**src/rtl/core/mcpd_pkg.sv**
```systemverilog
// shared types and constants for the masked cmyk page difference block
// no dependencies; used by the interfaces, the pixel evaluator and the top level

package mcpd_pkg;

	localparam int MAX_RECTS_DEF  = 4;
	localparam int COORD_BITS_DEF = 16;

	localparam int CHAN_W     = 8;
	localparam int THRESH_W   = 8;
	localparam int WIDTH_W    = 16;
	localparam int RCOUNT_W   = 3;
	localparam int CFG_DATA_W = 64;
	localparam int CFG_IDX_W  = 3;
	localparam int PACK_W     = 16;

	// configuration register indexes
	typedef enum logic [CFG_IDX_W-1:0] {
		REG_THRESHOLD  = 3'd0,
		REG_PAGE_WIDTH = 3'd1,
		REG_RECT_COUNT = 3'd2,
		REG_RECT0      = 3'd3,
		REG_RECT1      = 3'd4,
		REG_RECT2      = 3'd5,
		REG_RECT3      = 3'd6
	} cfg_reg_t;

	// rectangle coordinate slots inside one packed register
	typedef enum logic [1:0] {
		CRD_LEFT   = 2'd0,
		CRD_TOP    = 2'd1,
		CRD_RIGHT  = 2'd2,
		CRD_BOTTOM = 2'd3
	} coord_sel_t;

	typedef struct packed {
		logic [CHAN_W-1:0] tgt_cyan;
		logic [CHAN_W-1:0] tgt_magenta;
		logic [CHAN_W-1:0] tgt_yellow;
		logic [CHAN_W-1:0] tgt_black;
		logic [CHAN_W-1:0] src_cyan;
		logic [CHAN_W-1:0] src_magenta;
		logic [CHAN_W-1:0] src_yellow;
		logic [CHAN_W-1:0] src_black;
	} pixel_pair_t;

	function automatic logic [CHAN_W-1:0] abs_diff(input logic [CHAN_W-1:0] a,
			input logic [CHAN_W-1:0] b);
		abs_diff = (a > b) ? (a - b) : (b - a);
	endfunction

endpackage

```
**src/rtl/core/mcpd_if.sv**
```systemverilog
// stream interfaces for the pixel pair input and the page result output
// depends on mcpd_pkg for the channel width

interface mcpd_pix_if;
	logic                        valid;
	logic                        ready;
	logic [mcpd_pkg::CHAN_W-1:0] tgt_cyan;
	logic [mcpd_pkg::CHAN_W-1:0] tgt_magenta;
	logic [mcpd_pkg::CHAN_W-1:0] tgt_yellow;
	logic [mcpd_pkg::CHAN_W-1:0] tgt_black;
	logic [mcpd_pkg::CHAN_W-1:0] src_cyan;
	logic [mcpd_pkg::CHAN_W-1:0] src_magenta;
	logic [mcpd_pkg::CHAN_W-1:0] src_yellow;
	logic [mcpd_pkg::CHAN_W-1:0] src_black;
	logic                        last_pixel;

	modport source (output valid, tgt_cyan, tgt_magenta, tgt_yellow, tgt_black,
		src_cyan, src_magenta, src_yellow, src_black, last_pixel, input ready);
	modport sink (input valid, tgt_cyan, tgt_magenta, tgt_yellow, tgt_black,
		src_cyan, src_magenta, src_yellow, src_black, last_pixel, output ready);
endinterface

interface mcpd_res_if;
	logic valid;
	logic ready;
	logic page_differs;

	modport source (output valid, page_differs, input ready);
	modport sink (input valid, page_differs, output ready);
endinterface

```
**src/rtl/core/mcpd_eval.sv**
```systemverilog
// per-pixel evaluation: exclusion rectangle test and thresholded channel difference
// depends on mcpd_pkg

module mcpd_eval #(
	parameter int MAX_RECTS  = mcpd_pkg::MAX_RECTS_DEF,
	parameter int COORD_BITS = mcpd_pkg::COORD_BITS_DEF
) (
	input  mcpd_pkg::pixel_pair_t                     pixel,
	input  logic [COORD_BITS-1:0]                     col,
	input  logic [COORD_BITS-1:0]                     row,
	input  logic [mcpd_pkg::THRESH_W-1:0]             threshold,
	input  logic [mcpd_pkg::RCOUNT_W-1:0]             rect_count,
	input  logic [MAX_RECTS-1:0][3:0][COORD_BITS-1:0] rects,
	output logic                                      hit
);

	localparam logic [mcpd_pkg::RCOUNT_W-1:0] RMAX = mcpd_pkg::RCOUNT_W'(MAX_RECTS);

	logic [mcpd_pkg::RCOUNT_W-1:0] active;
	logic [MAX_RECTS-1:0]          in_rect;
	logic                          excluded;
	logic [3:0]                    over;

	assign active = (rect_count > RMAX) ? RMAX : rect_count;

	for (genvar i = 0; i < MAX_RECTS; i++) begin : g_rect
		assign in_rect[i] = (mcpd_pkg::RCOUNT_W'(i) < active)
			&& (col >= rects[i][mcpd_pkg::CRD_LEFT])
			&& (col <  rects[i][mcpd_pkg::CRD_RIGHT])
			&& (row >= rects[i][mcpd_pkg::CRD_TOP])
			&& (row <  rects[i][mcpd_pkg::CRD_BOTTOM]);
	end

	assign excluded = |in_rect;

	// any channel over threshold is the same as the largest one over it
	assign over[0] = mcpd_pkg::abs_diff(pixel.tgt_cyan, pixel.src_cyan) > threshold;
	assign over[1] = mcpd_pkg::abs_diff(pixel.tgt_magenta, pixel.src_magenta) > threshold;
	assign over[2] = mcpd_pkg::abs_diff(pixel.tgt_yellow, pixel.src_yellow) > threshold;
	assign over[3] = mcpd_pkg::abs_diff(pixel.tgt_black, pixel.src_black) > threshold;

	assign hit = !excluded && (|over);

endmodule

```
**src/rtl/core/masked_cmyk_page_diff.sv**
```systemverilog
// top level of the masked cmyk page difference block
// depends on mcpd_pkg, mcpd_if and mcpd_eval
//
// usage:
//   pix carries one target/source pixel pair per transfer in raster order,
//   last_pixel high on the page's final pixel. res carries one page_differs
//   bit per page, set when any pixel outside the active exclusion
//   rectangles differs by more than the threshold in some channel.
//   configuration is a plain write port (cfg_write, cfg_index, cfg_data), to be written
//   only while the block is idle, a user rule it does not enforce; unknown indexes are dropped.
// timing:
//   one pixel pair per cycle sustained while no stall holds pix.ready low.
//   a page's last pixel passes through one input register stage feeding the
//   evaluation logic, then sets the result register that drives res.valid.
// reset:
//   arst_n clears the pipeline, counters and flag; threshold 0, page width 1,
//   no rectangles.
// stall:
//   a result waits in the output register; pixels keep flowing until a
//   further last pixel reaches the input stage while that result is still
//   unread, which holds pix.ready low until res transfers.

module masked_cmyk_page_diff #(
	parameter int MAX_RECTS  = mcpd_pkg::MAX_RECTS_DEF,
	parameter int COORD_BITS = mcpd_pkg::COORD_BITS_DEF
) (
	input  logic                              clk,
	input  logic                              arst_n,
	mcpd_pix_if.sink                          pix,
	mcpd_res_if.source                        res,
	input  logic                              cfg_write,
	input  logic [mcpd_pkg::CFG_IDX_W-1:0]    cfg_index,
	input  logic [mcpd_pkg::CFG_DATA_W-1:0]   cfg_data
);

	logic [mcpd_pkg::THRESH_W-1:0]             threshold_q;
	logic [mcpd_pkg::WIDTH_W-1:0]              page_width_q;
	logic [mcpd_pkg::RCOUNT_W-1:0]             rect_count_q;
	logic [MAX_RECTS-1:0][3:0][COORD_BITS-1:0] rect_q;

	logic [COORD_BITS-1:0] col_q, row_q, col_next;
	logic                  differs_q;

	logic                  valid_s1, last_s1;
	mcpd_pkg::pixel_pair_t pixel_s1;
	logic [COORD_BITS-1:0] col_s1, row_s1;

	logic out_valid_q, out_differs_q;
	logic pix_fire, adv_s1, hit, seen;

	// configuration registers
	always_ff @(posedge clk or negedge arst_n) begin
		if (!arst_n) begin
			threshold_q  <= '0;
			page_width_q <= mcpd_pkg::WIDTH_W'(1);
			rect_count_q <= '0;
			rect_q       <= '0;
		end else if (cfg_write) begin
			case (cfg_index)
				mcpd_pkg::REG_THRESHOLD:  threshold_q  <= cfg_data[mcpd_pkg::THRESH_W-1:0];
				mcpd_pkg::REG_PAGE_WIDTH: page_width_q <= cfg_data[mcpd_pkg::WIDTH_W-1:0];
				mcpd_pkg::REG_RECT_COUNT: rect_count_q <= cfg_data[mcpd_pkg::RCOUNT_W-1:0];
				default: begin
					for (int i = 0; i < MAX_RECTS; i++) begin
						if (cfg_index == mcpd_pkg::REG_RECT0 + mcpd_pkg::CFG_IDX_W'(i)) begin
							for (int k = 0; k < 4; k++) begin
								rect_q[i][k] <= cfg_data[k*mcpd_pkg::PACK_W +: COORD_BITS];
							end
						end
					end
				end
			endcase
		end
	end

	// input stage moves on unless it holds a last pixel and the result is still unread
	assign adv_s1    = valid_s1 && !(last_s1 && out_valid_q && !res.ready);
	assign pix.ready = !valid_s1 || adv_s1;
	assign pix_fire  = pix.valid && pix.ready;

	assign col_next = col_q + COORD_BITS'(1);

	// position counters, advanced per input transfer
	always_ff @(posedge clk or negedge arst_n) begin
		if (!arst_n) begin
			col_q <= '0;
			row_q <= '0;
		end else if (pix_fire) begin
			if (pix.last_pixel) begin
				col_q <= '0;
				row_q <= '0;
			end else if (col_next == '0
					|| mcpd_pkg::WIDTH_W'(col_next) >= page_width_q) begin
				col_q <= '0;
				row_q <= row_q + COORD_BITS'(1);
			end else begin
				col_q <= col_next;
			end
		end
	end

	always_ff @(posedge clk or negedge arst_n) begin
		if (!arst_n) begin
			valid_s1 <= 1'b0;
		end else if (pix.ready) begin
			valid_s1 <= pix.valid;
		end
	end

	always_ff @(posedge clk) begin
		if (pix_fire) begin
			pixel_s1 <= '{tgt_cyan: pix.tgt_cyan, tgt_magenta: pix.tgt_magenta,
				tgt_yellow: pix.tgt_yellow, tgt_black: pix.tgt_black,
				src_cyan: pix.src_cyan, src_magenta: pix.src_magenta,
				src_yellow: pix.src_yellow, src_black: pix.src_black};
			last_s1  <= pix.last_pixel;
			col_s1   <= col_q;
			row_s1   <= row_q;
		end
	end

	mcpd_eval #(
		.MAX_RECTS  (MAX_RECTS),
		.COORD_BITS (COORD_BITS)
	) u_eval (
		.pixel      (pixel_s1),
		.col        (col_s1),
		.row        (row_s1),
		.threshold  (threshold_q),
		.rect_count (rect_count_q),
		.rects      (rect_q),
		.hit        (hit)
	);

	assign seen = differs_q || hit;

	// sticky flag and result register
	always_ff @(posedge clk or negedge arst_n) begin
		if (!arst_n) begin
			differs_q   <= 1'b0;
			out_valid_q <= 1'b0;
		end else begin
			if (adv_s1) begin
				differs_q <= last_s1 ? 1'b0 : seen;
			end
			if (adv_s1 && last_s1) begin
				out_valid_q <= 1'b1;
			end else if (res.ready) begin
				out_valid_q <= 1'b0;
			end
		end
	end

	always_ff @(posedge clk) begin
		if (adv_s1 && last_s1) begin
			out_differs_q <= seen;
		end
	end

	assign res.valid        = out_valid_q;
	assign res.page_differs = out_differs_q;

endmodule

```
**src/flat_wrapper.sv**
```systemverilog
// flat-port wrapper written by rule: the top's interface ports become plain ports
module masked_cmyk_page_diff_flat 
#(
	parameter int MAX_RECTS  = mcpd_pkg::MAX_RECTS_DEF,
	parameter int COORD_BITS = mcpd_pkg::COORD_BITS_DEF
)
  (clk, arst_n, cfg_write, cfg_index, cfg_data, pix_valid, pix_tgt_cyan, pix_tgt_magenta, pix_tgt_yellow, pix_tgt_black, pix_src_cyan, pix_src_magenta, pix_src_yellow, pix_src_black, pix_last_pixel, pix_ready, res_valid, res_page_differs, res_ready);
  mcpd_pix_if pix_i ();
  mcpd_res_if res_i ();
  input  logic clk;
  input  logic arst_n;
  input  logic cfg_write;
  input  logic [mcpd_pkg::CFG_IDX_W-1:0] cfg_index;
  input  logic [mcpd_pkg::CFG_DATA_W-1:0] cfg_data;
  input wire logic [$bits(pix_i.valid)-1:0] pix_valid;
  input wire logic [$bits(pix_i.tgt_cyan)-1:0] pix_tgt_cyan;
  input wire logic [$bits(pix_i.tgt_magenta)-1:0] pix_tgt_magenta;
  input wire logic [$bits(pix_i.tgt_yellow)-1:0] pix_tgt_yellow;
  input wire logic [$bits(pix_i.tgt_black)-1:0] pix_tgt_black;
  input wire logic [$bits(pix_i.src_cyan)-1:0] pix_src_cyan;
  input wire logic [$bits(pix_i.src_magenta)-1:0] pix_src_magenta;
  input wire logic [$bits(pix_i.src_yellow)-1:0] pix_src_yellow;
  input wire logic [$bits(pix_i.src_black)-1:0] pix_src_black;
  input wire logic [$bits(pix_i.last_pixel)-1:0] pix_last_pixel;
  output wire logic [$bits(pix_i.ready)-1:0] pix_ready;
  output wire logic [$bits(res_i.valid)-1:0] res_valid;
  output wire logic [$bits(res_i.page_differs)-1:0] res_page_differs;
  input wire logic [$bits(res_i.ready)-1:0] res_ready;
  assign pix_i.valid = pix_valid;
  assign pix_i.tgt_cyan = pix_tgt_cyan;
  assign pix_i.tgt_magenta = pix_tgt_magenta;
  assign pix_i.tgt_yellow = pix_tgt_yellow;
  assign pix_i.tgt_black = pix_tgt_black;
  assign pix_i.src_cyan = pix_src_cyan;
  assign pix_i.src_magenta = pix_src_magenta;
  assign pix_i.src_yellow = pix_src_yellow;
  assign pix_i.src_black = pix_src_black;
  assign pix_i.last_pixel = pix_last_pixel;
  assign pix_ready = pix_i.ready;
  assign res_valid = res_i.valid;
  assign res_page_differs = res_i.page_differs;
  assign res_i.ready = res_ready;
  masked_cmyk_page_diff #(.MAX_RECTS(MAX_RECTS), .COORD_BITS(COORD_BITS)) u_core (.clk(clk), .arst_n(arst_n), .pix(pix_i), .res(res_i), .cfg_write(cfg_write), .cfg_index(cfg_index), .cfg_data(cfg_data));
endmodule
```
**config.mk**
```make
export PLATFORM = sky130hd
export DESIGN_NAME = masked_cmyk_page_diff_flat
export DESIGN_NICKNAME = d
export VERILOG_FILES = /design/src/rtl/core/mcpd_pkg.sv /design/src/rtl/core/mcpd_if.sv /design/src/rtl/core/mcpd_eval.sv /design/src/rtl/core/masked_cmyk_page_diff.sv /design/src/flat_wrapper.sv
export SDC_FILE = /design/constraint.sdc
export NUM_CORES = 1
export LEC_CHECK = 0
export ABC_AREA = 1
export BUFFER_PORTS_ARGS = -buffer_cell sky130_fd_sc_hd__clkbuf_2
export CAP_MARGIN = 10
export CORE_ASPECT_RATIO = 2
export CORE_MARGIN = 1
export CORE_UTILIZATION = 45
export DETAILED_ROUTE_END_ITERATION = 10
export HOLD_SLACK_MARGIN = 0.05
export PLACE_DENSITY = 0.7
export SLEW_MARGIN = 0
export SYNTH_ARGS = -nofsm -noshare
export SYNTH_HDL_FRONTEND = slang
export SYNTH_SLANG_ARGS = --single-unit
```
**constraint.sdc**
```tcl
create_clock -name clk -period 7.76 [get_ports clk]
set_input_delay 0.388 -clock clk [delete_from_list [all_inputs] [get_ports clk]]
set_output_delay 0.388 -clock clk [all_outputs]
set_load 0.03 [all_outputs]
```
## After elaboration in Yosys (flattened, before gate mapping)

Cells that the tools add are included.

- Bits in registers: 416
- Latch bits: 0
- Memory bits (writable): 0
- Bits in read-only memories: 0
- Input port bits: 137
- Output and inout bits: 3
- Word-level logic and storage cells: 139
- Memories: 0

- Add/subtract/negate cells: 10
- Multiply operators: 0
- Divide/modulo/power cells: 0
- $lt $le $gt $ge: 30
- Equal/unequal tests: 6
- Shift operators: 0
- Mux-type cells: 12
- Bitwise gates (word level): 1
- Reduce and logical (&&, ||, !) cells: 44

Operators by type and width:

| cell | count |
|---|---|
| $ge 16x16->1 | 9 |
| $lt 16x16->1 | 8 |
| $gt 8x8->1 | 8 |
| $mux 16 | 4 |
| $sub 8x8->8 | 8 |
| $add 16x1->16 const B | 2 |
| $mux 8 | 4 |
| $logic_and 1x1->1 | 22 |
| $logic_not 16->1 | 1 |
| $reduce_and 3->1 | 4 |
| $eq 3x3->1 const B | 3 |
| $reduce_and 2->1 | 4 |
| $reduce_or 4->1 | 2 |
| $eq 3x2->1 const B | 2 |
| $lt 1x3->1 const A | 2 |
| $lt 2x3->1 const A | 2 |
| $logic_not 1->1 | 4 |
| $reduce_bool 2->1 | 2 |
| $eq 3x1->1 const B | 1 |
| $gt 3x3->1 const B | 1 |
| $logic_not 3->1 | 1 |
| $logic_or 1x1->1 | 3 |
| $mux 1 | 3 |
| $mux 3 | 1 |
| 2 further kinds | 2 |

## Depth between registers and ports, before layout

- Depth after elaboration: 12
- Depth in mapped cells: 28
- Mapped depth without buffers: 28

## Hierarchy

From an unflattened synthesis, not the netlist that was laid out.

- Cell total of the unflattened synthesis: 3096
- Area total of the unflattened synthesis: 25690.9 um^2

Modules (own cells, without submodules):

| module | instances | cells each | area an instance (um^2) | seq. area each (um^2) |
|---|---|---|---|---|
| masked_cmyk_page_diff | 1 | 1492 | 15720.1 | 10901.7 |
| mcpd_eval | 1 | 1604 | 9970.8 | 0.0 |

## Worst setup path before layout

No wires, ideal clock.

- Path type: register to register
- From: reg u_core.out_valid_q (netlist: u_core.res.valid)
- To: reg u_core.col_s1[0] (enable)
- Setup time: 0.501 ns
- Arrival: 4.164 ns
- Required time: 7.259 ns
- Path slack: 3.095 ns
- Cell stages (with the launch flop): 5
- Buffers on the path: 1
- Clock period less this slack: 4.665 ns
- Cells stage by stage: dfrtp_1 nand4_1 nand2_1 clkinv_1 clkbuf_1

- Longest elaborated chain between the ends: 6

Ends and longest elaborated chain:

| element | line | source |
|---|---|---|
| from (decl) | masked_cmyk_page_diff.sv:48 | `logic out_valid_q, out_differs_q;` |
| from (signal assigned) | masked_cmyk_page_diff.sv:141 | `out_valid_q <= 1'b0;` |
| from (signal assigned) | masked_cmyk_page_diff.sv:147 | `out_valid_q <= 1'b1;` |
| from (signal assigned) | masked_cmyk_page_diff.sv:149 | `out_valid_q <= 1'b0;` |
| $logic_and 1x1->1 (2 in series) | masked_cmyk_page_diff.sv:77 | `assign adv_s1 = valid_s1 && !(last_s1 && out_valid_q && !res.ready);` |
| $logic_not 1->1 | masked_cmyk_page_diff.sv:77 |  |
| $logic_and 1x1->1 | masked_cmyk_page_diff.sv:77 |  |
| $logic_or 1x1->1 | masked_cmyk_page_diff.sv:78 | `assign pix.ready = !valid_s1 \|\| adv_s1;` |
| named net pix_ready | flat_wrapper.sv:25 | `output wire logic [$bits(pix_i.ready)-1:0] pix_ready;` |
| $logic_and 1x1->1 | masked_cmyk_page_diff.sv:79 | `assign pix_fire = pix.valid && pix.ready;` |
| named net u_core.pix_fire | masked_cmyk_page_diff.sv:49 | `logic pix_fire, adv_s1, hit, seen;` |
| to (signal assigned) | masked_cmyk_page_diff.sv:117 | `col_s1 <= col_q;` |
| to (decl) | masked_cmyk_page_diff.sv:46 | `logic [COORD_BITS-1:0] col_s1, row_s1;` |

The timed path passes the listed nets, and every way through them passes these cells.
A chain may end at the register's enable or synchronous reset.

## Worst setup path in the final report

- From: reg u_core.pixel_s1[40] in the netlist's numbering
- To: reg u_core.out_differs_q (netlist: u_core.res.page_differs), data pin

- Longest elaborated chain between the ends: 6
- Elaborated cells on any way between the ends: 8
- Those cells by class: 2 x add/sub; 2 x order compare; 1 x mux; 3 x reduce/logical

Ends and longest elaborated chain:

| element | line | source |
|---|---|---|
| from (decl) | masked_cmyk_page_diff.sv:45 | `mcpd_pkg::pixel_pair_t pixel_s1;` |
| from (signal assigned) | masked_cmyk_page_diff.sv:112 | `pixel_s1 <= '{tgt_cyan: pix.tgt_cyan, tgt_magenta: pix.tgt_magenta,` |
| $sub 8x8->8 / $gt 8x8->1 (equally long branches) | mcpd_pkg.sv:49 | `abs_diff = (a > b) ? (a - b) : (b - a);` |
| $mux 8 (*) | mcpd_pkg.sv:49 |  |
| $gt 8x8->1 (*) | mcpd_eval.sv:39 | `assign over[2] = mcpd_pkg::abs_diff(pixel.tgt_yellow, pixel.src_yellow) > threshold;` |
| $reduce_or 4->1 (*) | mcpd_eval.sv:42 | `assign hit = !excluded && (\|over);` |
| $logic_and 1x1->1 (*) | mcpd_eval.sv:42 |  |
| $logic_or 1x1->1 (*) | masked_cmyk_page_diff.sv:135 | `assign seen = differs_q \|\| hit;` |
| named net u_core.seen | masked_cmyk_page_diff.sv:49 |  |
| to (signal assigned) | masked_cmyk_page_diff.sv:156 | `out_differs_q <= seen;` |
| to (decl) | masked_cmyk_page_diff.sv:48 |  |

Mark *: on every way through the listed nets, which the timed path passes. The rest lies on a longest branch.

==> flow_results.xml <==
<?xml version="1.0" encoding="UTF-8"?>
<metrics>
  <group name="status">
    <metric name="status" unit="">completed</metric>
  </group>
  <group name="setup_path">
    <metric name="timing.critical_path.mode_cell" unit="">inv_1</metric>
    <metric name="crit_type" unit="">flop to flop</metric>
    <metric name="critical-path-slowest-cell" unit="">fa_1</metric>
    <metric name="cp-start-kind" unit="">flop</metric>
    <metric name="timing.critical_path.slowest_cell_delay" unit="ns">0.41</metric>
    <metric name="crit_path_max_fanout" unit="">10</metric>
    <metric name="ff2ff_path_depth" unit="">27</metric>
    <metric name="worst_ep_required_time" unit="ns">8.07</metric>
    <metric name="setup.worst_path.end_class" unit="">flop</metric>
    <metric name="worst-endpoint-arrival" unit="ns">4.33</metric>
  </group>
  <group name="yosys">
    <metric name="post_synth_main_area_contributors" unit="">dfrtp_1 31%, ha_1 18%, edfxtp_1 12%</metric>
    <metric name="ys_seq_elements" unit="">416</metric>
    <metric name="synth_commonest_cells" unit="">746 x nand2_1, 560 x inv_1, 358 x ha_1</metric>
    <metric name="syn_inst" unit="">3059</metric>
    <metric name="synthMostInstantiatedCell" unit="">nand2_1</metric>
    <metric name="synth.yosys.warnings" unit="">0</metric>
    <metric name="ys_async_sr_fraction" unit="">0.764</metric>
    <metric name="yosysTopAreaCellShare" unit="">0.310</metric>
    <metric name="number_of_distinct_library_cell_variants_in_the_gate_level_netlist_after_synthesis" unit="">52</metric>
    <metric name="synth-main-ff-cell" unit="">dfrtp_1</metric>
    <metric name="synth-seq-area-share" unit="">0.426</metric>
    <metric name="mappedNetlistArea" unit="sq um">25600</metric>
    <metric name="yosys.area.top_type" unit="">dfrtp_1</metric>
    <metric name="synth_area_per_cell" unit="sq um">8.36</metric>
    <metric name="number_of_enable_flip_flop_cells_after_synthesis" unit="">98</metric>
    <metric name="synth_fp_nets" unit="">3562</metric>
  </group>
  <group name="floorplan">
    <metric name="floorplan.die_area" unit="sq um">57800</metric>
    <metric name="overall_die_height" unit="um">339</metric>
    <metric name="ios" unit="">140</metric>
    <metric name="die_width" unit="um">171</metric>
    <metric name="core-area" unit="sq um">56200</metric>
    <metric name="initial_utilization" unit="">0.455</metric>
    <metric name="number_of_placement_rows" unit="">123</metric>
  </group>
  <group name="cts">
    <metric name="clk-insertion-delay-late" unit="ns">0.57</metric>
    <metric name="cts_setup_buffers" unit="">0</metric>
    <metric name="path_clk_slew" unit="ns">0.07</metric>
    <metric name="tritoncts.num_buffers" unit="">42</metric>
    <metric name="cts_hold_buffers" unit="">63</metric>
    <metric name="post_cts.resized_instances" unit="">0</metric>
    <metric name="clock_sinks" unit="">416</metric>
    <metric name="ctsHtreeMaxLevel" unit="">2</metric>
    <metric name="clk_root_buffer_cell" unit="">clkbuf_16</metric>
    <metric name="tritoncts_clock_tree" unit="">yes</metric>
    <metric name="worst_case_clock_buffer_depth" unit="">3</metric>
  </group>
  <group name="drt">
    <metric name="routed-via-count" unit="">20400</metric>
    <metric name="via_per_inst" unit="">5.07</metric>
    <metric name="route.detailed.wl_per_inst" unit="um">16.6</metric>
    <metric name="detail-route-antenna-nets" unit="">0</metric>
    <metric name="first_iter_violations" unit="">1180</metric>
    <metric name="drt_drc_violations_left" unit="">0</metric>
    <metric name="wirelength" unit="mm">66.7</metric>
    <metric name="detail_route.first_pass.iterations" unit="">5</metric>
  </group>
  <group name="global_route">
    <metric name="gr-total-overflow" unit="">0</metric>
    <metric name="first_global_vias" unit="">20400</metric>
    <metric name="grt_max_degree" unit="">169</metric>
    <metric name="grt_first_pass_wirelength" unit="mm">105</metric>
    <metric name="initial_antenna_violation_count" unit="">3</metric>
    <metric name="overall_routing_resource_usage" unit="">0.235</metric>
  </group>
  <group name="sta">
    <metric name="max-slew-margin-rel" unit="">0.225</metric>
    <metric name="finalWorstSetupSlack" unit="ns">3.74</metric>
    <metric name="tns" unit="ns">0</metric>
    <metric name="final_hold_vio_count" unit="">0</metric>
    <metric name="max_slew.worst_pin.slew" unit="ns">1.16</metric>
    <metric name="finalClockSkew" unit="ns">0.0171</metric>
    <metric name="highest_achievable_clock_rate" unit="MHz">249</metric>
    <metric name="timing.final.setup_violations" unit="">0</metric>
    <metric name="post-route-min-period" unit="ns">4.02</metric>
    <metric name="whs" unit="ns">0.118</metric>
    <metric name="final-max-slew-violation-count" unit="">0</metric>
    <metric name="rsz0062_at_grt" unit="">no</metric>
    <metric name="final_min_period_over_clock_period" unit="">0.518</metric>
  </group>
  <group name="place">
    <metric name="dpl.hpwl" unit="mm">49.7</metric>
    <metric name="place.port_buffers" unit="">139</metric>
    <metric name="gp_congestion" unit="">0.889</metric>
    <metric name="pre_cts_slack" unit="ns">3.75</metric>
  </group>
  <group name="cells_and_area">
    <metric name="areaGrowthSynthToFinish" unit="%">14.0</metric>
    <metric name="layout-drive-gt1-share" unit="">0.0740</metric>
    <metric name="layout.nets" unit="">3741</metric>
    <metric name="layout.core_utilization" unit="">0.519</metric>
  </group>
  <group name="pwr">
    <metric name="ir_drop" unit="mV">0.180</metric>
    <metric name="powerDensity" unit="nW/um^2">228</metric>
    <metric name="p_leak" unit="nW">15.2</metric>
    <metric name="post-layout-total-power" unit="mW">6.64</metric>
  </group>
  <group name="min_path">
    <metric name="worst_hold_path.num_cells" unit="">4</metric>
    <metric name="worst_hold_path_type" unit="">input pin to flop</metric>
  </group>
  <group name="job">
    <metric name="maxCapViolCount" unit="">0</metric>
  </group>
</metrics>
[logic make-up (layout without fill, tap and decap cells)]
logic type               count (synthesis)  after routing  synth area share
other                                    0              3                 0
XOR/XNOR                                49             49            0.0171
adder cells (fa/ha/maj)                366            366             0.181
AND/OR/NAND/NOR                       1006           1006             0.159
flip-flops                             416            416             0.426
AO/OA/AOI/OAI                          582            582             0.120
multiplexers                             4              4           0.00171
buffers and inverters                  636            848            0.0946
[critical path, delay by kind of cell (launching register included)]
| kind | cells | cell delay, ns |
|---|---|---|
| adder cells (fa/ha/maj) | 3 | 0.84 |
| flip-flops | 1 | 0.39 |
| AO/OA/AOI/OAI | 6 | 0.82 |
| buffers and inverters | 7 | 0.54 |
| AND/OR/NAND/NOR | 10 | 1.08 |
| XOR/XNOR | 1 | 0.14 |
[registers in the layout (all words and copies together) (netlist names)]
signal	flops
u_core.col_q	16
u_core.last_s1	1
u_core.row_q	16
u_core.pixel_s1	64
u_core.threshold_q	8
u_core.differs_q	1
u_core.rect_q	256
u_core.rect_count_q	3
u_core.res.page_differs	1
u_core.col_s1	16
u_core.valid_s1	1
u_core.res.valid	1
u_core.page_width_q	16
u_core.row_s1	16
[layer usage]
metal / vias up / GRT usage / wire [um]
met5: - / 0 / 24
met4: 4 / 0.129 / 3900
met3: 193 / 0.0265 / 2360
met2: 445 / 0.456 / 36300
met1: 9557 / 0.237 / 24100
li1: 10200 / - / -
[placed cells by master, fill, tap and decap left out, types with 57 or more instances in the layout]
cell type / n
a21oi_1: 162
clkbuf_2: 138
dfrtp_1: 317
dlygate4sd3_1: 63
edfxtp_1: 98
ha_1: 358
inv_1: 560
nand2_1: 743
nand3_1: 57
nor2_1: 123
o21ai_0: 355
[path summary, 6_finish.rpt]
path | startpoint | to | slack [ns]
worst max register to register | u_core.pixel_s1[40] | u_core.res.page_differs | 3.74
worst max-delay path | u_core.pixel_s1[40] | u_core.res.page_differs | 3.74
worst min register to register | u_core.rect_q[84] | u_core.rect_q[84] | 0.48
worst min-delay path | res_ready | u_core.res.valid | 0.12
min in group asynchronous | arst_n | u_core.rect_q[107] | 0.44
max in group asynchronous | arst_n | u_core.col_q[5] | 5.90
[where the power goes]
part           switching [mW]  internal [mW]
clock network           0.914           1.30
registers               0.208           2.56
logic                   0.999          0.653
[metrics by stage]
stage | cells | instance area [sq um]
CTS | 4021 | 29100
finish | 4024 | 29200
global placement | 3881 | 27000
floorplan | 3059 | 25600
detailed placement | 3881 | 27000
global route | 4022 | 29100
[layout make-up]
class	count	area, sq um
diodes	3	7.51
clock buffers	58	1290
clock inverters	19	220
fillers	5263	27000
inverters	562	2110
multi-input cells	2007	12300
flip-flops and latches	416	10900
well taps	750	938
repair buffers	209	1400
(Power assumes the default switching activity.)
